`config.mk`:
```
export PLATFORM = sky130hd
export DESIGN_NAME = api_transmit_frame_builder_core_flat
export DESIGN_NICKNAME = d
export VERILOG_FILES = /design/src/sv/atfb_pkg.sv /design/src/sv/atfb_if.sv /design/src/sv/atfb_cfg.sv /design/src/sv/atfb_front.sv /design/src/sv/atfb_queue.sv /design/src/sv/atfb_back.sv /design/src/sv/api_transmit_frame_builder_core.sv /design/src/flat_wrapper.sv
export SDC_FILE = /design/constraint.sdc
export NUM_CORES = 1
export LEC_CHECK = 0
export CORE_ASPECT_RATIO = 0.5
export CORE_MARGIN = 2
export CORE_UTILIZATION = 32
export CTS_BUF_LIST = sky130_fd_sc_hd__clkbuf_8
export CTS_CLUSTER_SIZE = 12
export DETAILED_ROUTE_END_ITERATION = 8
export DONT_BUFFER_PORTS = 1
export SYNTH_ARGS = -nofsm -noshare
export SYNTH_HDL_FRONTEND = slang
export SYNTH_SLANG_ARGS = --single-unit
```
`constraint.sdc`:
```
create_clock -name i_clk -period 5.6 [get_ports i_clk]
set_input_delay 0.56 -clock i_clk [delete_from_list [all_inputs] [get_ports i_clk]]
set_output_delay 0.56 -clock i_clk [all_outputs]
set_load 0.02 [all_outputs]
```
`src/sv/atfb_pkg.sv`:
```
// Shared types and constants of the transmit-request frame builder.
`default_nettype none

package atfb_pkg;

    localparam logic [7:0] MaxPayload  = 8'd254;
    localparam logic [8:0] HeaderExtra = 9'd15;
    localparam logic [7:0] StartDelim  = 8'h7E;
    localparam logic [7:0] FrameType   = 8'h10;

    // Byte positions inside the header burst of a start transaction.
    localparam logic [4:0] HdrLenHiIdx   = 5'd1;
    localparam logic [4:0] HdrLenLoIdx   = 5'd2;
    localparam logic [4:0] HdrTypeIdx    = 5'd3;
    localparam logic [4:0] HdrIdentIdx   = 5'd4;
    localparam logic [4:0] HdrDest64Last = 5'd12;
    localparam logic [4:0] HdrDest16Hi   = 5'd13;
    localparam logic [4:0] HdrDest16Lo   = 5'd14;
    localparam logic [4:0] HdrRadiusIdx  = 5'd15;
    localparam logic [4:0] HdrOptionsIdx = 5'd16;
    localparam logic [4:0] HdrPacketIdx  = 5'd17;
    localparam logic [4:0] HdrCheckIdx   = 5'd18;

    localparam int unsigned QueueDepth = 4;
    localparam int unsigned QueueAw    = $clog2(QueueDepth);

    localparam logic [63:0] Dest64Reset  = 64'h0013_A200_4060_F498;
    localparam logic [15:0] Dest16Reset  = 16'hFFFE;
    localparam logic [7:0]  IdentReset   = 8'h01;
    localparam logic [7:0]  RadiusReset  = 8'h00;
    localparam logic [7:0]  OptionsReset = 8'h00;

    localparam int unsigned PaddrW = 6;
    localparam int unsigned PdataW = 64;

    typedef enum logic [2:0] {
        REG_DEST64  = 3'd0,
        REG_DEST16  = 3'd1,
        REG_IDENT   = 3'd2,
        REG_RADIUS  = 3'd3,
        REG_OPTIONS = 3'd4
    } t_reg_idx;

    typedef enum logic [1:0] {
        OP_START = 2'd0,
        OP_DATA  = 2'd1,
        OP_ERR   = 2'd2
    } t_op;

    typedef struct packed {
        t_op        op;
        logic [7:0] len;
        logic [7:0] data;
        logic       close;
    } t_cmd;

    typedef struct packed {
        logic [63:0] dest64;
        logic [15:0] dest16;
        logic [7:0]  ident;
        logic [7:0]  radius;
        logic [7:0]  options;
    } t_cfg;

endpackage

`default_nettype wire

```
`src/sv/atfb_if.sv`:
```
// Valid/ready channel interfaces for the command input and the byte output.
`default_nettype none

interface atfb_in_if;
    logic       valid;
    logic       ready;
    logic       cmd;
    logic [7:0] payload_len;
    logic [7:0] packet_id;
    logic [7:0] payload_byte;

    modport source (output valid, cmd, payload_len, packet_id, payload_byte, input ready);
    modport sink   (input valid, cmd, payload_len, packet_id, payload_byte, output ready);
endinterface

interface atfb_out_if;
    logic       valid;
    logic       ready;
    logic [7:0] tx_byte;
    logic       last_in_run;
    logic       frame_end;
    logic       sequence_error;

    modport source (output valid, tx_byte, last_in_run, frame_end, sequence_error,
                    input ready);
    modport sink   (input valid, tx_byte, last_in_run, frame_end, sequence_error,
                    output ready);
endinterface

`default_nettype wire

```
`src/sv/atfb_cfg.sv`:
```
// APB register block holding the header configuration.
`default_nettype none

module atfb_cfg
    import atfb_pkg::*;
(
    input  wire logic              i_clk,
    input  wire logic              i_rst_n,
    input  wire logic              psel,
    input  wire logic              penable,
    input  wire logic              pwrite,
    input  wire logic [PaddrW-1:0] paddr,
    input  wire logic [PdataW-1:0] pwdata,
    output logic      [PdataW-1:0] prdata,
    output logic                   pready,
    output t_cfg                   o_cfg
);

    t_cfg     r_cfg;
    t_cfg     n_cfg;
    t_reg_idx reg_idx;
    logic     wr_en;

    assign pready  = 1'b1;
    assign reg_idx = t_reg_idx'(paddr[PaddrW-1:3]);
    assign wr_en   = psel && penable && pwrite && pready;

    always_comb begin
        n_cfg = r_cfg;
        if (wr_en) begin
            case (reg_idx)
                REG_DEST64:  n_cfg.dest64  = pwdata;
                REG_DEST16:  n_cfg.dest16  = pwdata[15:0];
                REG_IDENT:   n_cfg.ident   = pwdata[7:0];
                REG_RADIUS:  n_cfg.radius  = pwdata[7:0];
                REG_OPTIONS: n_cfg.options = pwdata[7:0];
                default:     n_cfg = r_cfg;
            endcase
        end
    end

    always_comb begin
        case (reg_idx)
            REG_DEST64:  prdata = r_cfg.dest64;
            REG_DEST16:  prdata = {48'd0, r_cfg.dest16};
            REG_IDENT:   prdata = {56'd0, r_cfg.ident};
            REG_RADIUS:  prdata = {56'd0, r_cfg.radius};
            REG_OPTIONS: prdata = {56'd0, r_cfg.options};
            default:     prdata = '0;
        endcase
    end

    always_ff @(posedge i_clk) begin
        if (!i_rst_n) begin
            r_cfg.dest64  <= Dest64Reset;
            r_cfg.dest16  <= Dest16Reset;
            r_cfg.ident   <= IdentReset;
            r_cfg.radius  <= RadiusReset;
            r_cfg.options <= OptionsReset;
        end else begin
            r_cfg <= n_cfg;
        end
    end

    assign o_cfg = r_cfg;

endmodule

`default_nettype wire

```
`src/sv/atfb_front.sv`:
```
// Front end: accepts commands, tracks frame state and classifies each transaction.
`default_nettype none

module atfb_front
    import atfb_pkg::*;
(
    input  wire logic i_clk,
    input  wire logic i_rst_n,
    atfb_in_if.sink   i_req,
    input  wire logic i_q_full,
    output logic      o_push,
    output t_cmd      o_cmd
);

    logic       r_open;
    logic       n_open;
    logic [7:0] r_remaining;
    logic [7:0] n_remaining;
    logic [7:0] len_sat;
    logic       accept;

    assign i_req.ready = !i_q_full;
    assign accept      = i_req.valid && i_req.ready;
    assign o_push      = accept;
    assign len_sat     = (i_req.payload_len > MaxPayload) ? MaxPayload : i_req.payload_len;

    always_comb begin
        n_open      = r_open;
        n_remaining = r_remaining;
        o_cmd.len   = len_sat;
        priority if (!i_req.cmd) begin
            o_cmd.op    = OP_START;
            o_cmd.data  = i_req.packet_id;
            o_cmd.close = (len_sat == 8'd0);
            if (accept) begin
                n_open      = (len_sat != 8'd0);
                n_remaining = len_sat;
            end
        end else if (r_open) begin
            o_cmd.op    = OP_DATA;
            o_cmd.data  = i_req.payload_byte;
            o_cmd.close = (r_remaining == 8'd1);
            if (accept) begin
                n_open      = (r_remaining != 8'd1);
                n_remaining = r_remaining - 8'd1;
            end
        end else begin
            o_cmd.op    = OP_ERR;
            o_cmd.data  = 8'd0;
            o_cmd.close = 1'b0;
        end
    end

    always_ff @(posedge i_clk) begin
        if (!i_rst_n) begin
            r_open      <= 1'b0;
            r_remaining <= 8'd0;
        end else begin
            r_open      <= n_open;
            r_remaining <= n_remaining;
        end
    end

endmodule

`default_nettype wire

```
`src/sv/atfb_queue.sv`:
```
// Short command queue between the front end and the byte sequencer.
`default_nettype none

module atfb_queue
    import atfb_pkg::*;
(
    input  wire logic i_clk,
    input  wire logic i_rst_n,
    input  wire logic i_push,
    input  wire t_cmd i_cmd,
    output logic      o_full,
    input  wire logic i_pop,
    output t_cmd      o_cmd,
    output logic      o_empty
);

    t_cmd               r_mem [QueueDepth];
    logic [QueueAw-1:0] r_wr_ptr;
    logic [QueueAw-1:0] r_rd_ptr;
    logic [QueueAw:0]   r_count;
    logic               do_push;
    logic               do_pop;

    assign o_full  = (r_count == (QueueAw+1)'(QueueDepth));
    assign o_empty = (r_count == '0);
    assign do_push = i_push && !o_full;
    assign do_pop  = i_pop && !o_empty;
    assign o_cmd   = r_mem[r_rd_ptr];

    always_ff @(posedge i_clk) begin
        if (do_push) begin
            r_mem[r_wr_ptr] <= i_cmd;
        end
    end

    always_ff @(posedge i_clk) begin
        if (!i_rst_n) begin
            r_wr_ptr <= '0;
            r_rd_ptr <= '0;
            r_count  <= '0;
        end else begin
            if (do_push) begin
                r_wr_ptr <= r_wr_ptr + 1'b1;
            end
            if (do_pop) begin
                r_rd_ptr <= r_rd_ptr + 1'b1;
            end
            if (do_push && !do_pop) begin
                r_count <= r_count + 1'b1;
            end else if (do_pop && !do_push) begin
                r_count <= r_count - 1'b1;
            end
        end
    end

endmodule

`default_nettype wire

```
`src/sv/atfb_back.sv`:
```
// Back end: expands queued commands into frame bytes and keeps the checksum.
`default_nettype none

module atfb_back
    import atfb_pkg::*;
(
    input  wire logic i_clk,
    input  wire logic i_rst_n,
    input  wire t_cfg i_cfg,
    input  wire t_cmd i_cmd,
    input  wire logic i_empty,
    output logic      o_pop,
    atfb_out_if.source o_rsp
);

    logic [4:0] r_idx;
    logic [4:0] n_idx;
    logic [7:0] r_sum;
    logic [7:0] n_sum;
    logic       r_valid;
    logic [7:0] r_byte;
    logic       r_last;
    logic       r_end;
    logic       r_err;

    logic       step;
    logic [7:0] hdr_byte;
    logic [8:0] total;
    logic [2:0] dest_k;
    logic [7:0] out_byte;
    logic       out_last;
    logic       out_end;
    logic       out_err;
    logic       add_sum;
    logic [7:0] sum_base;

    assign step   = !i_empty && (!r_valid || o_rsp.ready);
    assign total  = {1'b0, i_cmd.len} + HeaderExtra;
    assign dest_k = 3'(HdrDest64Last - r_idx);

    always_comb begin
        priority if (r_idx == 5'd0) begin
            hdr_byte = StartDelim;
        end else if (r_idx == HdrLenHiIdx) begin
            hdr_byte = {7'd0, total[8]};
        end else if (r_idx == HdrLenLoIdx) begin
            hdr_byte = total[7:0];
        end else if (r_idx == HdrTypeIdx) begin
            hdr_byte = FrameType;
        end else if (r_idx == HdrIdentIdx) begin
            hdr_byte = i_cfg.ident;
        end else if (r_idx <= HdrDest64Last) begin
            hdr_byte = 8'(i_cfg.dest64 >> {dest_k, 3'b000});
        end else if (r_idx == HdrDest16Hi) begin
            hdr_byte = i_cfg.dest16[15:8];
        end else if (r_idx == HdrDest16Lo) begin
            hdr_byte = i_cfg.dest16[7:0];
        end else if (r_idx == HdrRadiusIdx) begin
            hdr_byte = i_cfg.radius;
        end else if (r_idx == HdrOptionsIdx) begin
            hdr_byte = i_cfg.options;
        end else begin
            hdr_byte = i_cmd.data;
        end
    end

    always_comb begin
        out_byte = 8'd0;
        out_last = 1'b0;
        out_end  = 1'b0;
        out_err  = 1'b0;
        add_sum  = 1'b0;
        // A start restarts the sum, which also drops an abandoned frame.
        sum_base = (i_cmd.op == OP_START && r_idx == 5'd0) ? 8'd0 : r_sum;
        case (i_cmd.op)
            OP_START: begin
                if (r_idx == HdrCheckIdx) begin
                    out_byte = ~r_sum;
                    out_end  = 1'b1;
                    out_last = 1'b1;
                end else begin
                    out_byte = hdr_byte;
                    add_sum  = (r_idx >= HdrTypeIdx);
                    out_last = (r_idx == HdrPacketIdx) && !i_cmd.close;
                end
            end
            OP_DATA: begin
                if (r_idx == 5'd0) begin
                    out_byte = i_cmd.data;
                    add_sum  = 1'b1;
                    out_last = !i_cmd.close;
                end else begin
                    out_byte = ~r_sum;
                    out_end  = 1'b1;
                    out_last = 1'b1;
                end
            end
            default: begin
                out_err  = 1'b1;
                out_last = 1'b1;
            end
        endcase
    end

    always_comb begin
        n_idx = r_idx;
        n_sum = r_sum;
        if (step) begin
            n_idx = out_last ? 5'd0 : r_idx + 5'd1;
            if (out_end) begin
                n_sum = 8'd0;
            end else if (add_sum) begin
                n_sum = sum_base + out_byte;
            end else begin
                n_sum = sum_base;
            end
        end
    end

    assign o_pop = step && out_last;

    always_ff @(posedge i_clk) begin
        if (!i_rst_n) begin
            r_idx   <= 5'd0;
            r_sum   <= 8'd0;
            r_valid <= 1'b0;
        end else begin
            r_idx <= n_idx;
            r_sum <= n_sum;
            if (step) begin
                r_valid <= 1'b1;
            end else if (o_rsp.ready) begin
                r_valid <= 1'b0;
            end
        end
    end

    always_ff @(posedge i_clk) begin
        if (step) begin
            r_byte <= out_byte;
            r_last <= out_last;
            r_end  <= out_end;
            r_err  <= out_err;
        end
    end

    assign o_rsp.valid          = r_valid;
    assign o_rsp.tx_byte        = r_byte;
    assign o_rsp.last_in_run    = r_last;
    assign o_rsp.frame_end      = r_end;
    assign o_rsp.sequence_error = r_err;

endmodule

`default_nettype wire

```
`src/sv/api_transmit_frame_builder_core.sv`:
```
// Top level of the transmit-request frame builder.
// Commands are queued, bytes registered at the output. Throughput: one output byte per cycle
// while o_rsp is ready, set by the byte sequencer; a start yields 18 or 19 bytes, a payload
// byte 1 or 2; payload bytes are accepted one per cycle while the queue is not full.
// Reset: synchronous active low; clears frame state, queue, sum and restores register defaults.
`default_nettype none

module api_transmit_frame_builder_core
    import atfb_pkg::*;
(
    input  wire logic              i_clk,
    input  wire logic              i_rst_n,
    atfb_in_if.sink                i_req,
    atfb_out_if.source             o_rsp,
    input  wire logic              psel,
    input  wire logic              penable,
    input  wire logic              pwrite,
    input  wire logic [PaddrW-1:0] paddr,
    input  wire logic [PdataW-1:0] pwdata,
    output logic      [PdataW-1:0] prdata,
    output logic                   pready
);

    t_cfg cfg;
    t_cmd push_cmd;
    t_cmd head_cmd;
    logic push;
    logic pop;
    logic q_full;
    logic q_empty;

    atfb_cfg u_cfg (
        .i_clk   (i_clk),
        .i_rst_n (i_rst_n),
        .psel    (psel),
        .penable (penable),
        .pwrite  (pwrite),
        .paddr   (paddr),
        .pwdata  (pwdata),
        .prdata  (prdata),
        .pready  (pready),
        .o_cfg   (cfg)
    );

    atfb_front u_front (
        .i_clk    (i_clk),
        .i_rst_n  (i_rst_n),
        .i_req    (i_req),
        .i_q_full (q_full),
        .o_push   (push),
        .o_cmd    (push_cmd)
    );

    atfb_queue u_queue (
        .i_clk   (i_clk),
        .i_rst_n (i_rst_n),
        .i_push  (push),
        .i_cmd   (push_cmd),
        .o_full  (q_full),
        .i_pop   (pop),
        .o_cmd   (head_cmd),
        .o_empty (q_empty)
    );

    atfb_back u_back (
        .i_clk   (i_clk),
        .i_rst_n (i_rst_n),
        .i_cfg   (cfg),
        .i_cmd   (head_cmd),
        .i_empty (q_empty),
        .o_pop   (pop),
        .o_rsp   (o_rsp)
    );

    a_err_is_single: assert property (@(posedge i_clk) disable iff (!i_rst_n)
        o_rsp.valid && o_rsp.sequence_error |-> o_rsp.last_in_run && !o_rsp.frame_end)
        else $error("sequence error result is not a single closing result");

    a_end_is_last: assert property (@(posedge i_clk) disable iff (!i_rst_n)
        o_rsp.valid && o_rsp.frame_end |-> o_rsp.last_in_run)
        else $error("checksum byte not marked last in run");

    a_pop_needs_entry: assert property (@(posedge i_clk) disable iff (!i_rst_n)
        pop |-> !q_empty)
        else $error("sequencer retired a command from an empty queue");

    a_reset_quiet: assert property (@(posedge i_clk)
        $past(!i_rst_n) |-> !o_rsp.valid)
        else $error("output valid right after reset");

endmodule

`default_nettype wire
```
`src/flat_wrapper.sv`:
```
// flat-port wrapper written by rule: the top's interface ports become plain ports
module api_transmit_frame_builder_core_flat import atfb_pkg::*;
  (i_clk, i_rst_n, psel, penable, pwrite, paddr, pwdata, prdata, pready, i_req_valid, i_req_cmd, i_req_payload_len, i_req_packet_id, i_req_payload_byte, i_req_ready, o_rsp_valid, o_rsp_tx_byte, o_rsp_last_in_run, o_rsp_frame_end, o_rsp_sequence_error, o_rsp_ready);
  atfb_in_if i_req_i ();
  atfb_out_if o_rsp_i ();
  input  wire logic i_clk;
  input  wire logic i_rst_n;
  input  wire logic psel;
  input  wire logic penable;
  input  wire logic pwrite;
  input  wire logic [PaddrW-1:0] paddr;
  input  wire logic [PdataW-1:0] pwdata;
  output logic      [PdataW-1:0] prdata;
  output logic pready;
  input wire logic [$bits(i_req_i.valid)-1:0] i_req_valid;
  input wire logic [$bits(i_req_i.cmd)-1:0] i_req_cmd;
  input wire logic [$bits(i_req_i.payload_len)-1:0] i_req_payload_len;
  input wire logic [$bits(i_req_i.packet_id)-1:0] i_req_packet_id;
  input wire logic [$bits(i_req_i.payload_byte)-1:0] i_req_payload_byte;
  output wire logic [$bits(i_req_i.ready)-1:0] i_req_ready;
  output wire logic [$bits(o_rsp_i.valid)-1:0] o_rsp_valid;
  output wire logic [$bits(o_rsp_i.tx_byte)-1:0] o_rsp_tx_byte;
  output wire logic [$bits(o_rsp_i.last_in_run)-1:0] o_rsp_last_in_run;
  output wire logic [$bits(o_rsp_i.frame_end)-1:0] o_rsp_frame_end;
  output wire logic [$bits(o_rsp_i.sequence_error)-1:0] o_rsp_sequence_error;
  input wire logic [$bits(o_rsp_i.ready)-1:0] o_rsp_ready;
  assign i_req_i.valid = i_req_valid;
  assign i_req_i.cmd = i_req_cmd;
  assign i_req_i.payload_len = i_req_payload_len;
  assign i_req_i.packet_id = i_req_packet_id;
  assign i_req_i.payload_byte = i_req_payload_byte;
  assign i_req_ready = i_req_i.ready;
  assign o_rsp_valid = o_rsp_i.valid;
  assign o_rsp_tx_byte = o_rsp_i.tx_byte;
  assign o_rsp_last_in_run = o_rsp_i.last_in_run;
  assign o_rsp_frame_end = o_rsp_i.frame_end;
  assign o_rsp_sequence_error = o_rsp_i.sequence_error;
  assign o_rsp_i.ready = o_rsp_ready;
  api_transmit_frame_builder_core u_core (.i_clk(i_clk), .i_rst_n(i_rst_n), .i_req(i_req_i), .o_rsp(o_rsp_i), .psel(psel), .penable(penable), .pwrite(pwrite), .paddr(paddr), .pwdata(pwdata), .prdata(prdata), .pready(pready));
endmodule
```
==> qor.csv <==
metric,value,unit
outcome,completed,
clkTransAtPathRegs,0.07,ns
ctsLongestPathBuffers,3,
drc,0,
cts_setup_buffers,0,
placed_area,11700,sq um
synth_flop_cell,dfxtp_1,
dp_slack,0.979,ns
final.setup.tns,0,ns
crit_end,u_core.u_back.r_sum[7]$_SDFFE_PN0P_,
gp_congestion,0.892,
fin_worst_skew,0.0161,ns
yosys-top-cells-count,"nand2_1 (221), dfxtp_1 (136), edfxtp_1 (87)",
slew_viol_final,0,
reg2reg_from,u_core.u_back.r_idx[0]$_SDFFE_PN0P_,
reg2regPathDepth,17,
internal_power,3.09,mW
ff2ff_setup_slack,0.86,ns
cts_buffers,36,
numPortBuffers,0,
layout_setup_ws,0.863,ns
comb_power_share,0.314,
grt_pass1_wl,49000,um
cp_max_fo,9,
yosys.area.top_type_share,0.240,
synth.area.top_cells,"dfxtp_1 (24%), edfxtp_1 (23%), nand2_1 (7.3%)",
cts_tree,done,
cts_hold_buf,0,
switching_share,0.355,
dp_hpwl,23300,um
vias_per_cell,5.27,
hold_depth,1,
synth-edff-count,87,
die_w,270,um
stdcell_area,12400,sq um
die-area,37000,sq um
clockPowerShare,0.265,
synthArstFlopShare,0,
h-tree-depth,2,
clock-sinks,223,
fmax,211,MHz
timing_worst_setup_path_type,flip-flop to flip-flop,
drtIter0Drc,899,
cp-start-kind,flip-flop,
min_period,4.74,ns
worstSetupStartpoint,u_core.u_back.r_idx[0]$_SDFFE_PN0P_,
synthCells,1151,
hold_ws,0.104,ns
areaGrowthSynthToFinish,9.00,%
totalWireLength,32900,um
arrival,5.19,ns
final_nets,1249,
grt_pass1_vias,8021,
ys_seq_area_frac,0.471,
track_usage,0.174,
hold_path.class,input pin to flip-flop,
clk_latency,0.54,ns
final_hold_viol_count,0,
grt_max_degree,138,
power,4.79,mW
peakVddDrop,0.000158,V
antenna_found_initial,0,
avgSynthCellArea,9.85,sq um
fp-row-count,48,
overflow,0,
antenna_left,0,
fp.coreArea,34700,sq um
yosysWarnings,0,
drive_gt1_frac,0.0914,
post-route-period-util,0.846,
cts_root_buf,clkbuf_8,
diodes,0,
via_count,8561,
power_density,388,nW/um^2
synth_nets,1275,
rsz0062_at_grt,false,
start_util,0.327,
ctsResizeCount,0,
num_io_pins,180,
slew_headroom,0.255,
yosysMostFrequentCell,nand2_1,
switchingPower,1.70,mW
required,6.06,ns
finalSetupViolCount,0,
drt_first_pass_iters,5,
synth_top_cell_by_area,dfxtp_1,
power_leakage,4.47,nW
ys_ff_latch,223,
worst-slew-pin-transition,1.11,ns
yosys.cell_types.count,68,
power_frac_seq,0.421,
die_h,137,um
cp-end-kind,flip-flop,
worstReg2RegEnd,u_core.u_back.r_sum[7]$_SDFFE_PN0P_,
wl_per_cell,20.3,um
synth_area,11300,sq um
max_cap_viol_count,0,
## cells in the final DEF, fill, tap and decap left out, types with 11 or more instances in the layout
| master | synthesis | layout |
|---|---|---|
| dfxtp_1 | 136 | 136 |
| and2_1 | 66 | 66 |
| o21ai_0 | 37 | 37 |
| clkbuf_8 | 0 | 37 |
| edfxtp_1 | 87 | 87 |
| a21boi_0 | 52 | 52 |
| mux2i_1 | 73 | 73 |
| mux4_2 | 35 | 35 |
| nor3_1 | 12 | 11 |
| ha_1 | 20 | 20 |
| inv_1 | 21 | 36 |
| nor2b_1 | 38 | 38 |
| a21oi_1 | 44 | 44 |
| nand2_1 | 221 | 220 |
| nor2_1 | 45 | 44 |
| o22ai_1 | 13 | 13 |
| buf_4 | 3 | 15 |
| nand3_1 | 44 | 44 |
| xnor2_1 | 11 | 11 |
## sequential cells by signal, summed over array words and instances (netlist names), named ones only
register / cells
u_core.u_back.o_rsp.frame_end: 1
u_core.u_back.o_rsp.last_in_run: 1
u_core.u_back.o_rsp.sequence_error: 1
u_core.u_back.o_rsp.tx_byte: 8
u_core.u_back.o_rsp.valid: 1
u_core.u_back.r_idx: 5
u_core.u_back.r_sum: 8
u_core.u_cfg.o_cfg: 104
u_core.u_front.r_open: 1
u_core.u_front.r_remaining: 8
u_core.u_queue.r_count: 3
u_core.u_queue.r_mem: 76
u_core.u_queue.r_rd_ptr: 2
u_core.u_queue.r_wr_ptr: 2
## metrics by stage
stage / util / instances
4_1_cts: 0.356 / 1624
5_1_grt: 0.356 / 1624
2_1_floorplan: - / 1151
6_report: 0.356 / 1624
3_3_place_gp: 0.339 / 1562
3_5_place_dp: 0.339 / 1562
## logic make-up after synthesis
logic type                 synth area share
AOI/OAI and AO/OA                     0.121
xor gates and xnor gates             0.0131
adders and majority gates            0.0256
buffers and inverters                0.0361
DFF                                   0.471
muxes                                 0.134
other                              0.000331
and+or+nand+nor                       0.199
## metal layers
layer | track usage | vias to the layer above | wire length (um)
met2 | 0.292 | 301 | 15600
met5 | 0 | - | 0
met3 | 0.0375 | 70 | 2110
met1 | 0.223 | 4171 | 14300
li1 | - | 4019 | -
met4 | 0.0611 | 0 | 940
## power by group through the flow
stage	Combinational, mW	Clock [mW]	Sequential, mW
floorplan	1.14	0	2.01
global placement	1.47	0	2.05
detailed placement	1.50	0	2.05
CTS	1.50	1.32	2.02
global route	1.65	1.38	2.03
finish	1.50	1.27	2.02
## critical path, cell delays in order, from the launching register on
cell	delay (ns)
dfxtp_1	0.47
inv_1	0.10
ha_1	0.57
buf_4	0.27
mux4_2	0.31
mux2i_1	0.35
o21ai_0	0.16
a221oi_1	0.41
o221ai_1	0.23
ha_1	0.26
a21o_1	0.16
a21oi_1	0.28
o21bai_1	0.10
a21oi_1	0.24
o21ai_0	0.15
xnor2_1	0.16
or3_1	0.35
o211ai_1	0.08
## area by class of cell
cell class | instances | area [sq um]
Multi-Input combinational cell | 826 | 5610
Fill cell | 3459 | 22300
Clock inverter | 25 | 104
Inverter | 23 | 86.3
Timing Repair Buffer | 15 | 113
Clock buffer | 37 | 509
Sequential cell | 223 | 5340
Tap cell | 475 | 594
## how the worst min path moves through the flow
stage / startpoint / end / slack (ns)
6_report: i_rst_n / u_core.u_cfg.o_cfg[87]$_SDFFE_PN1P_ / 0.10
5_1_grt: i_rst_n / u_core.u_cfg.o_cfg[87]$_SDFFE_PN1P_ / 0.07
4_1_cts: i_rst_n / u_core.u_cfg.o_cfg[87]$_SDFFE_PN1P_ / 0.07
3_5_place_dp: u_core.u_cfg.o_cfg[94]$_SDFFE_PN0P_ / u_core.u_cfg.o_cfg[94]$_SDFFE_PN0P_ / 0.47
3_3_place_gp: u_core.u_cfg.o_cfg[48]$_SDFFE_PN0P_ / u_core.u_cfg.o_cfg[48]$_SDFFE_PN0P_ / 0.46
2_1_floorplan: u_core.u_cfg.o_cfg[57]$_SDFFE_PN0P_ / u_core.u_cfg.o_cfg[57]$_SDFFE_PN0P_ / 0.45
Power figures use the tool's default switching activity.
